===== src/rtl/core/dipv4_pkg.sv =====
// shared types and codes for the dotted ipv4 text parser
`default_nettype none

package dipv4_pkg;

    // parse phases
    localparam logic [2:0] PH_START  = 3'd0;
    localparam logic [2:0] PH_ZERO   = 3'd1;
    localparam logic [2:0] PH_DIGITS = 3'd2;
    localparam logic [2:0] PH_GOOD   = 3'd3;
    localparam logic [2:0] PH_BAD    = 3'd4;

    // radix codes
    localparam logic [1:0] RX_DEC = 2'd0;
    localparam logic [1:0] RX_OCT = 2'd1;
    localparam logic [1:0] RX_HEX = 2'd2;

    // characters of interest
    localparam logic [7:0] CH_NUL   = 8'h00;
    localparam logic [7:0] CH_DOT   = 8'h2e;
    localparam logic [7:0] CH_ZERO  = 8'h30;
    localparam logic [7:0] CH_NINE  = 8'h39;
    localparam logic [7:0] CH_LA    = 8'h61;
    localparam logic [7:0] CH_LF    = 8'h66;
    localparam logic [7:0] CH_UA    = 8'h41;
    localparam logic [7:0] CH_UF    = 8'h46;
    localparam logic [7:0] CH_LX    = 8'h78;
    localparam logic [7:0] CH_UX    = 8'h58;
    localparam logic [7:0] CH_SPACE = 8'h20;
    localparam logic [7:0] CH_TAB   = 8'h09;
    localparam logic [7:0] CH_CR    = 8'h0d;

    // limits on the last part, by number of saved parts
    localparam logic [31:0] LIM_1PART = 32'h00ff_ffff;
    localparam logic [31:0] LIM_2PART = 32'h0000_ffff;
    localparam logic [31:0] LIM_3PART = 32'h0000_00ff;

    typedef struct packed {
        logic [2:0]      phase;
        logic [1:0]      radix;
        logic [31:0]     accum;
        logic [2:0][7:0] saved;
        logic [1:0]      part_count;
    } t_state;

    localparam t_state ST_RESET = '0;

    typedef struct packed {
        logic        emit;
        logic        ok;
        logic [31:0] address;
    } t_result;

endpackage

`default_nettype wire


===== src/rtl/core/dipv4_step.sv =====
// next-state and result logic for one character
`default_nettype none

module dipv4_step
    import dipv4_pkg::*;
(
    input  var t_state     i_state,
    input  var logic [7:0] i_ch,
    output t_state         o_state,
    output t_result        o_result
);

    logic        is_digit;
    logic        is_lhex;
    logic        is_uhex;
    logic        is_space;
    logic [31:0] acc;
    logic [1:0]  rad;
    logic [31:0] digit_val;
    logic [31:0] acc_next;
    logic [31:0] asm_addr;
    logic        asm_ok;
    logic        use_digits;
    t_state      st;
    t_result     res;

    always_comb begin
        is_digit = (i_ch >= CH_ZERO) && (i_ch <= CH_NINE);
        is_lhex  = (i_ch >= CH_LA) && (i_ch <= CH_LF);
        is_uhex  = (i_ch >= CH_UA) && (i_ch <= CH_UF);
        is_space = (i_ch == CH_SPACE) || ((i_ch >= CH_TAB) && (i_ch <= CH_CR));

        st         = i_state;
        res        = '0;
        use_digits = 1'b0;
        acc        = i_state.accum;
        rad        = i_state.radix;

        unique case (i_state.phase)
            PH_START: begin
                st.accum = '0;
                acc      = '0;
                if (i_ch == CH_ZERO) begin
                    st.radix = RX_OCT;
                    st.phase = PH_ZERO;
                end else begin
                    rad        = RX_DEC;
                    use_digits = 1'b1;
                end
            end
            PH_ZERO: begin
                if (i_ch == CH_LX || i_ch == CH_UX) begin
                    st.radix = RX_HEX;
                    st.phase = PH_DIGITS;
                end else begin
                    rad        = RX_OCT;
                    use_digits = 1'b1;
                end
            end
            PH_DIGITS: begin
                use_digits = 1'b1;
            end
            PH_GOOD: begin
                if (i_ch == CH_NUL) begin
                    res = '{emit: 1'b1, ok: 1'b1, address: i_state.accum};
                    st  = ST_RESET;
                end
            end
            default: begin
                if (i_ch == CH_NUL) begin
                    res = '{emit: 1'b1, ok: 1'b0, address: '0};
                    st  = ST_RESET;
                end
            end
        endcase

        // digit weight and shift-add for the running part value
        if (is_digit) begin
            digit_val = {24'd0, i_ch - CH_ZERO};
        end else if (is_lhex) begin
            digit_val = {24'd0, i_ch - CH_LA + 8'd10};
        end else begin
            digit_val = {24'd0, i_ch - CH_UA + 8'd10};
        end
        case (rad)
            RX_HEX:  acc_next = {acc[27:0], 4'd0} + digit_val;
            RX_OCT:  acc_next = {acc[28:0], 3'd0} + digit_val;
            default: acc_next = {acc[28:0], 3'd0} + {acc[30:0], 1'b0} + digit_val;
        endcase

        // join saved parts with the last part
        case (i_state.part_count)
            2'd0: begin
                asm_ok   = 1'b1;
                asm_addr = acc;
            end
            2'd1: begin
                asm_ok   = acc <= LIM_1PART;
                asm_addr = acc | {i_state.saved[0], 24'd0};
            end
            2'd2: begin
                asm_ok   = acc <= LIM_2PART;
                asm_addr = acc | {i_state.saved[0], i_state.saved[1], 16'd0};
            end
            default: begin
                asm_ok   = acc <= LIM_3PART;
                asm_addr = acc | {i_state.saved[0], i_state.saved[1], i_state.saved[2], 8'd0};
            end
        endcase

        if (use_digits) begin
            st.phase = PH_DIGITS;
            st.radix = rad;
            if (is_digit || (rad == RX_HEX && (is_lhex || is_uhex))) begin
                st.accum = acc_next;
            end else if (i_ch == CH_DOT) begin
                if (i_state.part_count == 2'd3 || acc > LIM_3PART) begin
                    st.phase = PH_BAD;
                end else begin
                    st.saved[i_state.part_count] = acc[7:0];
                    st.part_count = i_state.part_count + 2'd1;
                    st.accum      = '0;
                    st.radix      = RX_DEC;
                    st.phase      = PH_START;
                end
            end else if (i_ch == CH_NUL) begin
                res = '{emit: 1'b1, ok: asm_ok, address: asm_ok ? asm_addr : 32'd0};
                st  = ST_RESET;
            end else if (is_space && asm_ok) begin
                st.accum = asm_addr;
                st.phase = PH_GOOD;
            end else begin
                st.phase = PH_BAD;
            end
        end

        o_state  = st;
        o_result = res;
    end

endmodule

`default_nettype wire


===== src/rtl/core/dotted_ipv4_text_parser_core.sv =====
// top level of the dotted ipv4 text parser
//
// input channel: one character per item on i_ch with i_in_valid / o_in_ready;
//   a zero character ends the string
// output channel: one item per string on o_ok / o_address with
//   o_out_valid / i_out_ready; o_address holds the first of several parts in
//   bits 31..24 and is zero when o_ok is low
// every character passes an input register, then a single pass of the
//   step logic updates the parse state and, for the terminating zero,
//   loads the result register
// the terminating zero passes the input register, then its result is held in
//   the result register; throughput is one character per cycle while the receiver does not stall
// when the receiver stalls with a result held, the input register keeps
//   one more character and o_in_ready drops until the result is taken
// reset (i_rst_n low, synchronous) clears the parse state to the start of
//   the first part and empties both registers
`default_nettype none

module dotted_ipv4_text_parser_core
    import dipv4_pkg::*;
(
    input  var logic        i_clk,
    input  var logic        i_rst_n,
    input  var logic        i_in_valid,
    output logic            o_in_ready,
    input  var logic [7:0]  i_ch,
    output logic            o_out_valid,
    input  var logic        i_out_ready,
    output logic            o_ok,
    output logic [31:0]     o_address
);

    // input register
    logic        r_in_valid;
    logic [7:0]  r_ch;
    // parse state
    t_state      r_state;
    t_state      n_state;
    t_result     step_res;
    // result register
    logic        r_out_valid;
    logic        r_ok;
    logic [31:0] r_address;

    logic        advance;

    // the step stage moves on whenever the result register is free or freeing
    assign advance    = !r_out_valid || i_out_ready;
    assign o_in_ready = !r_in_valid || advance;

    dipv4_step u_step (
        .i_state  (r_state),
        .i_ch     (r_ch),
        .o_state  (n_state),
        .o_result (step_res)
    );

    always_ff @(posedge i_clk) begin
        if (!i_rst_n) begin
            r_in_valid <= 1'b0;
        end else if (o_in_ready) begin
            r_in_valid <= i_in_valid;
        end
    end

    always_ff @(posedge i_clk) begin
        if (o_in_ready && i_in_valid) begin
            r_ch <= i_ch;
        end
    end

    // parse state advances once per character leaving the input register
    always_ff @(posedge i_clk) begin
        if (!i_rst_n) begin
            r_state <= ST_RESET;
        end else if (r_in_valid && advance) begin
            r_state <= n_state;
        end
    end

    always_ff @(posedge i_clk) begin
        if (!i_rst_n) begin
            r_out_valid <= 1'b0;
        end else if (advance) begin
            r_out_valid <= r_in_valid && step_res.emit;
        end
    end

    always_ff @(posedge i_clk) begin
        if (advance && r_in_valid && step_res.emit) begin
            r_ok      <= step_res.ok;
            r_address <= step_res.address;
        end
    end

    assign o_out_valid = r_out_valid;
    assign o_ok        = r_ok;
    assign o_address   = r_address;

endmodule

`default_nettype wire


===== config.mk =====
export PLATFORM = sky130hd
export DESIGN_NAME = dotted_ipv4_text_parser_core
export DESIGN_NICKNAME = d
export VERILOG_FILES = /design/src/rtl/core/dipv4_pkg.sv /design/src/rtl/core/dipv4_step.sv /design/src/rtl/core/dotted_ipv4_text_parser_core.sv
export SDC_FILE = /design/constraint.sdc
export NUM_CORES = 1
export LEC_CHECK = 0
export ABC_AREA = 1
export ABC_CLOCK_PERIOD_IN_PS = 8700
export BUFFER_PORTS_ARGS = -buffer_cell sky130_fd_sc_hd__buf_2
export CAP_MARGIN = 30
export CORE_MARGIN = 10
export CORE_UTILIZATION = 60
export DETAILED_ROUTE_END_ITERATION = 8
export PLACE_DENSITY = 0.78
export SLEW_MARGIN = 20
export SYNTH_ARGS = -nofsm -noshare
export SYNTH_HDL_FRONTEND = slang
export SYNTH_SLANG_ARGS = --single-unit

===== constraint.sdc =====
create_clock -name i_clk -period 8.7 [get_ports i_clk]
set_clock_uncertainty 0.1 [all_clocks]
set_input_delay 2.175 -clock i_clk [delete_from_list [all_inputs] [get_ports i_clk]]
set_output_delay 2.175 -clock i_clk [all_outputs]
set_load 0.03 [all_outputs]

==> results.json, run 1 <==
{
  "antenna_cells": 0,
  "avgRoutedWirePerCell_um": 19.06,
  "ys_ff_latch": 106,
  "coreArea_um2": 19590,
  "grtUsageMet1": 0.4028,
  "cts_hold_buf": 0,
  "period_share": 0.5840,
  "worst_pin_slew_ps": 1006,
  "synth.distinct_cells": 50,
  "grt_pass1_vias": 12410,
  "grt_util_all_layers": 0.3112,
  "run_status": "finished clean",
  "io_pins": 47,
  "maxSlewHeadroom": 0.3285,
  "wl_mm": 42.42,
  "path_clk_slew_ps": 80,
  "reg2reg_from": "r_ch[0]$_DFFE_PP_",
  "root_buffer": "clkbuf_16",
  "drc": 0,
  "critical_path_class": "flop to flop",
  "drtIter0Drc": 2112,
  "postCtsSetupBuffers": 0,
  "grt-ovfl-total": 0,
  "seq_area_frac_synth": 0.2109,
  "io_buffer_count": 46,
  "critPathBufInv": 3,
  "whs_ps": 392.7,
  "cts_tree": "done",
  "power_density_nw_per_um2": 118.7,
  "path_delay_family": "simple AND/OR/NAND/NOR gates",
  "fill_cells": 1900,
  "busiest_layer": "met2",
  "antenna_found_initial": 0,
  "cts_made_buffers": 9,
  "post-place-ws_ps": 3703,
  "hold_viol": 0,
  "path_common_cell": "nand2_1",
  "die_height_um": 161.5,
  "syn_nets": 2072,
  "finalWorstSetupSlack_ps": 3619,
  "hold_end": "r_state[59]$_SDFFE_PN0P_",
  "synth_area_per_cell_um2": 6.079,
  "grt_pass1_wl_mm": 66.25,
  "ir_drop_mv": 0.1133,
  "syn_to_final_growth_pct": 4.846,
  "rsz0062_at_grt": "no",
  "dp_hpwl_mm": 31.84,
  "setup_viol": 0,
  "die_x_um": 161.5,
  "rows": 51,
  "ctsHtreeMaxLevel": 3,
  "min_path_type": "flop to flop",
  "max_freq_mhz": 196.8,
  "cp_max_fo": 11,
  "met3_usage": 0.06507,
  "hp-start": "r_state[59]$_SDFFE_PN0P_",
  "cp-start-kind": "flop",
  "syn_area_um2": 12010,
  "required_ps": 8890,
  "fin_util": 0.6426,
  "fp.dieArea_um2": 26070,
  "hold_depth": 2,
  "grt_use_met2": 0.4805,
  "period_needed_ps": 5081,
  "cp_slowest_cell": "fa_1",
  "firstDrtPassIters": 8,
  "end_kind": "flop",
  "start_util": 0.6129,
  "ys_warn_count": 0,
  "viasPerCell": 6.262,
  "critical-path-max-stage-delay_ps": 520,
  "r2r_cells": 27,
  "gp_congestion": 0.9888,
  "clockBufferDepth": 2,
  "cts_resized": 0,
  "final_layout_size_suffix_gt1_frac": 0.08516,
  "r2r_slack_ps": 3620,
  "reg2reg_to": "r_state[56]$_SDFFE_PN0P_",
  "setup_tns_ps": 0,
  "synthCells": 1975,
  "power.leakage_nw": 5.564,
  "max-cap-violations": 0,
  "report.final.slew_viol_count": 0,
  "clock_sinks": 106,
  "cp.arrival_ps": 5270,
  "dr_total_vias": 13940,
  "ant_nets": 0,
  "grt_max_degree": 72,
  "final_nets": 2053,
  "clk_latency_ps": 380
}
-- cell usage in the layout, fill, tap and decap left out, types with 2 or more instances in the layout --
cell type	instances
nor2_1	180
o21ai_1	20
o21a_1	5
nand4_1	54
nand2_1	452
buf_4	9
xor2_1	11
nand2_2	14
o21ai_0	141
nand3b_1	5
inv_8	3
o21bai_1	2
dfxtp_1	65
nor2_2	28
inv_6	2
a221oi_1	2
xnor2_1	3
buf_16	2
a31oi_1	9
a21oi_2	2
o31ai_1	7
nor3_1	17
ha_1	77
o32ai_1	2
a21oi_1	180
o211ai_1	11
inv_1	228
fa_1	8
inv_2	16
clkinv_1	4
nor2_4	10
nand3_1	242
nand3_4	2
a21oi_4	2
nand3_2	13
clkbuf_16	9
buf_2	46
buf_8	2
o22ai_1	22
edfxtp_1	41
-- cells in the mapped netlist (all sizes together) --
master / number / area [µm²]
edfxtp: 41 / 1231
o2111ai: 1 / 8.760
buf: 43 / 272.8
and3: 1 / 6.260
a22oi: 1 / 7.510
fa: 8 / 160.2
nor4: 1 / 6.260
clkbuf: 46 / 172.7
o21ai: 162 / 814.5
a21boi: 1 / 7.510
and2: 1 / 6.260
nand2: 468 / 1813
nor2: 218 / 963.4
o21bai: 2 / 15.01
ha: 77 / 963.4
a221oi: 2 / 17.52
nand4: 55 / 350.3
xnor2: 3 / 26.28
o21a: 5 / 37.54
dfxtp: 65 / 1301
nor3: 17 / 85.08
inv: 244 / 915.9
o22ai: 22 / 137.6
a21oi: 184 / 939.7
nand3b: 5 / 37.54
clkinv: 4 / 15.01
xor2: 11 / 96.34
a31oi: 9 / 56.30
o31ai: 8 / 65.06
o32ai: 2 / 17.52
nand3: 257 / 1376
o211ai: 11 / 82.58
-- layer usage --
layer,vias to the layer above,share of wire
met3,174,0.11
met4,0,0.055
li1,6599,-
met2,877,0.44
met1,6289,0.40
met5,-,0
-- worst max path at each step --
stage                     depth (start not counted)                        to               from  slack [ps]
after floorplan                                   2                o_in_ready        i_out_ready        3910
after global placement                            4                o_in_ready        i_out_ready        3730
after detailed placement                          4                o_in_ready        i_out_ready        3700
after CTS                                         4                o_in_ready        i_out_ready        3700
after global routing                             27  r_state[46]$_SDFFE_PN0P_  r_ch[0]$_DFFE_PP_        3190
final                                            27  r_state[56]$_SDFFE_PN0P_  r_ch[0]$_DFFE_PP_        3620
-- flip-flops by register name, summed over array words and instances (netlist names) --
signal / flops
o_address: 32
o_ok: 1
o_out_valid: 1
r_ch: 8
r_in_valid: 1
r_state: 63
-- power breakdown --
part	total, mW	internal [mW]	switching [mW]
Combinational	0.505	0.142	0.363
Sequential	0.563	0.534	0.0290
Clock	0.426	0.207	0.219
Total	1.49	0.883	0.611
-- cell type report --
class                           count  area (µm²)  share of cell area
Timing Repair Buffer               59       382.9             0.03041
Clock buffer                        9       225.2             0.01789
Inverter                          248       930.9             0.07395
Clock inverter                      7       73.82            0.005864
Sequential cell                   106        2532              0.2012
Tap cell                          265       331.6             0.02634
Multi-Input combinational cell   1532        8112              0.6444
-- cells by family after synthesis --
group	after synthesis	synth area share
flops	106	0.2109
simple gates	1023	0.3868
compound gates	410	0.1838
fa+ha+maj	85	0.09358
xor+xnor	14	0.01021
buf+inv	337	0.1146
-- worst reg2reg max path, cell delays in order, from the launching register on --
cell and delay (ps):
edfxtp_1 460, inv_1 200, ha_1 220, nand2_2 90, nand2_1 80, nor2_1 40
a21boi_0 150, nand2_1 260, nand2_1 130, nor2_1 50, nor2_1 200, inv_1 100
fa_1 520, inv_1 70, fa_1 450, o21ai_0 500, nand2_1 110, nand2_1 170
nand2_1 70, nand2_1 160, nand3b_1 140, nand2_1 80, nand2_1 40, nand3_1 80
nand3_1 170, nand3_1 160, nand2_1 80, a21oi_1 120
-- metrics by stage --
step,power [mW],instances,cell area (µm²)
after floorplan,0.9332,1975,12010
after global placement,1.043,2206,12200
after detailed placement,1.050,2208,12250
after CTS,1.471,2224,12550
after global routing,1.560,2226,12590
final,1.494,2226,12590
(Power assumes the default switching activity.)
==> inputs of run 2 (changes only) <==
--- a/config.mk
+++ b/config.mk
@@ -5,12 +5,12 @@
 export SDC_FILE = /design/constraint.sdc
 export NUM_CORES = 1
 export LEC_CHECK = 0
-export ABC_AREA = 1
-export ABC_CLOCK_PERIOD_IN_PS = 8700
+export ABC_AREA = 0
+export ABC_CLOCK_PERIOD_IN_PS = 4100
 export BUFFER_PORTS_ARGS = -buffer_cell sky130_fd_sc_hd__buf_2
 export CAP_MARGIN = 30
 export CORE_MARGIN = 10
-export CORE_UTILIZATION = 60
+export CORE_UTILIZATION = 57
 export DETAILED_ROUTE_END_ITERATION = 8
 export PLACE_DENSITY = 0.78
 export SLEW_MARGIN = 20
==> constraint.sdc (replaced) <==
create_clock -name i_clk -period 4.1 [get_ports i_clk]
set_clock_uncertainty 0.1 [all_clocks]
set_input_delay 1.025 -clock i_clk [delete_from_list [all_inputs] [get_ports i_clk]]
set_output_delay 1.025 -clock i_clk [all_outputs]
set_load 0.03 [all_outputs]
==> run 2 against run 1 <==
Effect of this change:
- the flow now finishes with violations (negative setup slack)
- worst setup slack worse by 4400 ps
- sequential cell count unchanged
- worst hold slack better by 8.1 ps
- non-clock buffer count up 203
- clock power up 100%
- synthesized area down 18%
- sequential share of layout area down 0.090 points
- register-to-register slack worse by 4400 ps
- via count down 17%
- critical endpoint is now r_state[54]$_SDFFE_PN0P_
- highest routed layer unchanged
==> results.json, run 2 <==
{
  "clk_latency_ps": 370,
  "wl_mm": 40.40,
  "clock_sinks": 106,
  "syn_nets": 1342,
  "syn_area_um2": 9863,
  "cp-start-kind": "flop",
  "ys_top_cells_by_count": "134 x nand2_1, 105 x nor2_1, 87 x a21oi_1",
  "grt-ovfl-total": 0,
  "hold_viol": 0,
  "critical_path_class": "flop to flop",
  "maxSlewHeadroom": 0.3605,
  "synthArstFlopShare": 0,
  "ant_nets": 0,
  "worst_pin_slew_ps": 959.2,
  "rsz0062_at_grt": "yes",
  "place_inst": 1638,
  "antenna_found_initial": 0,
  "layout_common_cells": "208 x buf_4, 130 x nand2_1, 99 x nor2_1",
  "die_x_um": 151.5,
  "synth_ff_type": "dfxtp_1",
  "power_density_nw_per_um2": 231.8,
  "end_kind": "flop",
  "largest_reg_flops": 63,
  "dr_total_vias": 11510,
  "cp_max_fo": 5,
  "drtIter0Drc": 1710,
  "report.final.slew_viol_count": 0,
  "coreArea_um2": 17120,
  "syn_to_final_growth_pct": 28.20,
  "post-synth-top-count-cell": "nand2_1",
  "path_clk_slew_ps": 80,
  "final_nets": 1540,
  "yosys-top-cells-area": "dfxtp_1 13%, edfxtp_1 12%, ha_1 9.8%, nand2_1 5.1%, xnor2_1 4.9%",
  "run_status": "finished with violations",
  "viasPerCell": 6.880,
  "antenna_cells": 0,
  "io_buffer_count": 46,
  "power.total_mw": 2.930,
  "avgRoutedWirePerCell_um": 24.15,
  "synth_area_per_cell_um2": 7.922,
  "top_register": "r_state",
  "setup_tns_ps": -14600,
  "final_cell_area_um2": 12640,
  "grt_pass1_wl_mm": 59.78,
  "max-cap-violations": 0,
  "ys_ff_latch": 106,
  "layout.cells.non_filler": 1673,
  "synth.distinct_cells": 86,
  "synthCells": 1245,
  "period_share": 1.188,
  "mostFrequentLayoutCell": "buf_4",
  "seq_area_frac_synth": 0.2568,
  "cp.arrival_ps": 5010,
  "synth_enable_flop_cells": 41,
  "fin_util": 0.7387,
  "clockBufferDepth": 2,
  "grt_util_all_layers": 0.3353,
  "ctsHtreeMaxLevel": 3,
  "ir_drop_mv": 0.2523,
  "finalWorstSetupSlack_ps": -769.5,
  "dp_hpwl_mm": 30.16,
  "final_layout_size_suffix_gt1_frac": 0.2735,
  "min_path_type": "flop to flop",
  "cts_hold_buf": 0,
  "synth_top_area_frac": 0.1319,
  "gp_congestion": 1.046,
  "rows": 48,
  "cts_made_buffers": 9,
  "max_freq_mhz": 205.4,
  "period_needed_ps": 4869,
  "die_height_um": 151.5,
  "required_ps": 4240,
  "io_pins": 47,
  "root_buffer": "clkbuf_16",
  "grt_pass1_vias": 10840,
  "setup_viol": 25,
  "dpl_cell_area_um2": 11730,
  "grt_max_degree": 51,
  "firstDrtPassIters": 6,
  "fp.dieArea_um2": 22970,
  "power.leakage_nw": 5.593,
  "violations": "negative setup slack",
  "start_util": 0.5762,
  "ys_warn_count": 0,
  "cts_tree": "done",
  "drc": 0,
  "r2r_slack_ps": -770,
  "synth_top_area_cell": "dfxtp_1"
}
[run 2: cell count changes after synthesis, moves of 36 or more]
cell / previous run / this run
nor2_1: 180 / 105
xnor2_1: 3 / 55
nand3_1: 242 / 40
o21ai_0: 141 / 53
nand4_1: 54 / 18
a21oi_1: 181 / 87
inv_1: 228 / 64
nand2_1: 453 / 134
[run 2: logic make-up after synthesis]
logic type | after synthesis | synth area share
AOI/OAI and AO/OA | 399 | 0.2887
xor gates and xnor gates | 68 | 0.06038
adders and majority gates | 85 | 0.1139
buffers and inverters | 142 | 0.05544
DFF | 106 | 0.2568
muxes | 7 | 0.007484
and+or+nand+nor | 438 | 0.2173
[run 2: path summary, 6_finish.rpt]
kind	start	endpoint	cells past startpoint
min	r_state[24]$_SDFFE_PN0P_	r_state[24]$_SDFFE_PN0P_	2
max	r_ch[1]$_DFFE_PP_	r_state[54]$_SDFFE_PN0P_	22
min reg2reg	r_state[24]$_SDFFE_PN0P_	r_state[24]$_SDFFE_PN0P_	2
max reg2reg	r_ch[1]$_DFFE_PP_	r_state[54]$_SDFFE_PN0P_	22
[run 2: cell type report]
class | count | area, µm²
fillers | 1326 | 4472
clock buffers | 9 | 225.2
well taps | 225 | 281.5
clock inverters | 7 | 57.56
multi-input cells | 997 | 7412
inverters | 67 | 251.5
repair buffers | 262 | 1884
flip-flops and latches | 106 | 2532
[run 2: power by group]
| part | internal (mW) | leakage [nW] | total, mW | switching (mW) |
|---|---|---|---|---|
| combinational | 0.383 | 4.52 | 0.939 | 0.556 |
| sequential | 1.11 | 0.936 | 1.13 | 0.0276 |
| clock | 0.422 | 0.135 | 0.857 | 0.435 |
[run 2: what timing repair did]
| item | 4_1_cts | 5_1_grt |
|---|---|---|
| gates resized for setup | 35 | 63 |
| setup buffers | 14 | 8 |
| gates cloned | 0 | 0 |
| endpoints found under the setup margin | 25 | 32 |
| pin swaps | 54 | 35 |
[run 2: critical path, stage by stage (launching register included)]
cell,delay (ps)
edfxtp_1,450
buf_4,170
or4b_4,560
nor3_4,200
buf_6,140
o21ai_4,60
nand2_2,80
nand3_2,100
o21ai_2,100
xnor2_2,150
inv_1,70
fa_1,490
inv_2,50
ha_4,270
buf_4,100
o21a_1,120
o31a_1,260
o21ai_1,90
and3b_2,260
a31oi_4,310
a21o_1,210
mux2i_2,290
o32ai_1,110
[run 2: layer usage]
metal / track usage / wire (µm)
met1: 0.4004 / 14480
met2: 0.5448 / 18200
met3: 0.07455 / 4703
met4: 0.1945 / 3010
met5: 0 / 0
[run 2: metrics by stage]
step / hold slack (ps) / setup WS [ps]
after floorplan: 353.6 / -546.8
after global placement: 367.5 / -748.8
after detailed placement: 384.0 / -866.2
after CTS: 402.6 / -642.1
after global routing: 443.0 / -931.9
final: 400.8 / -769.5
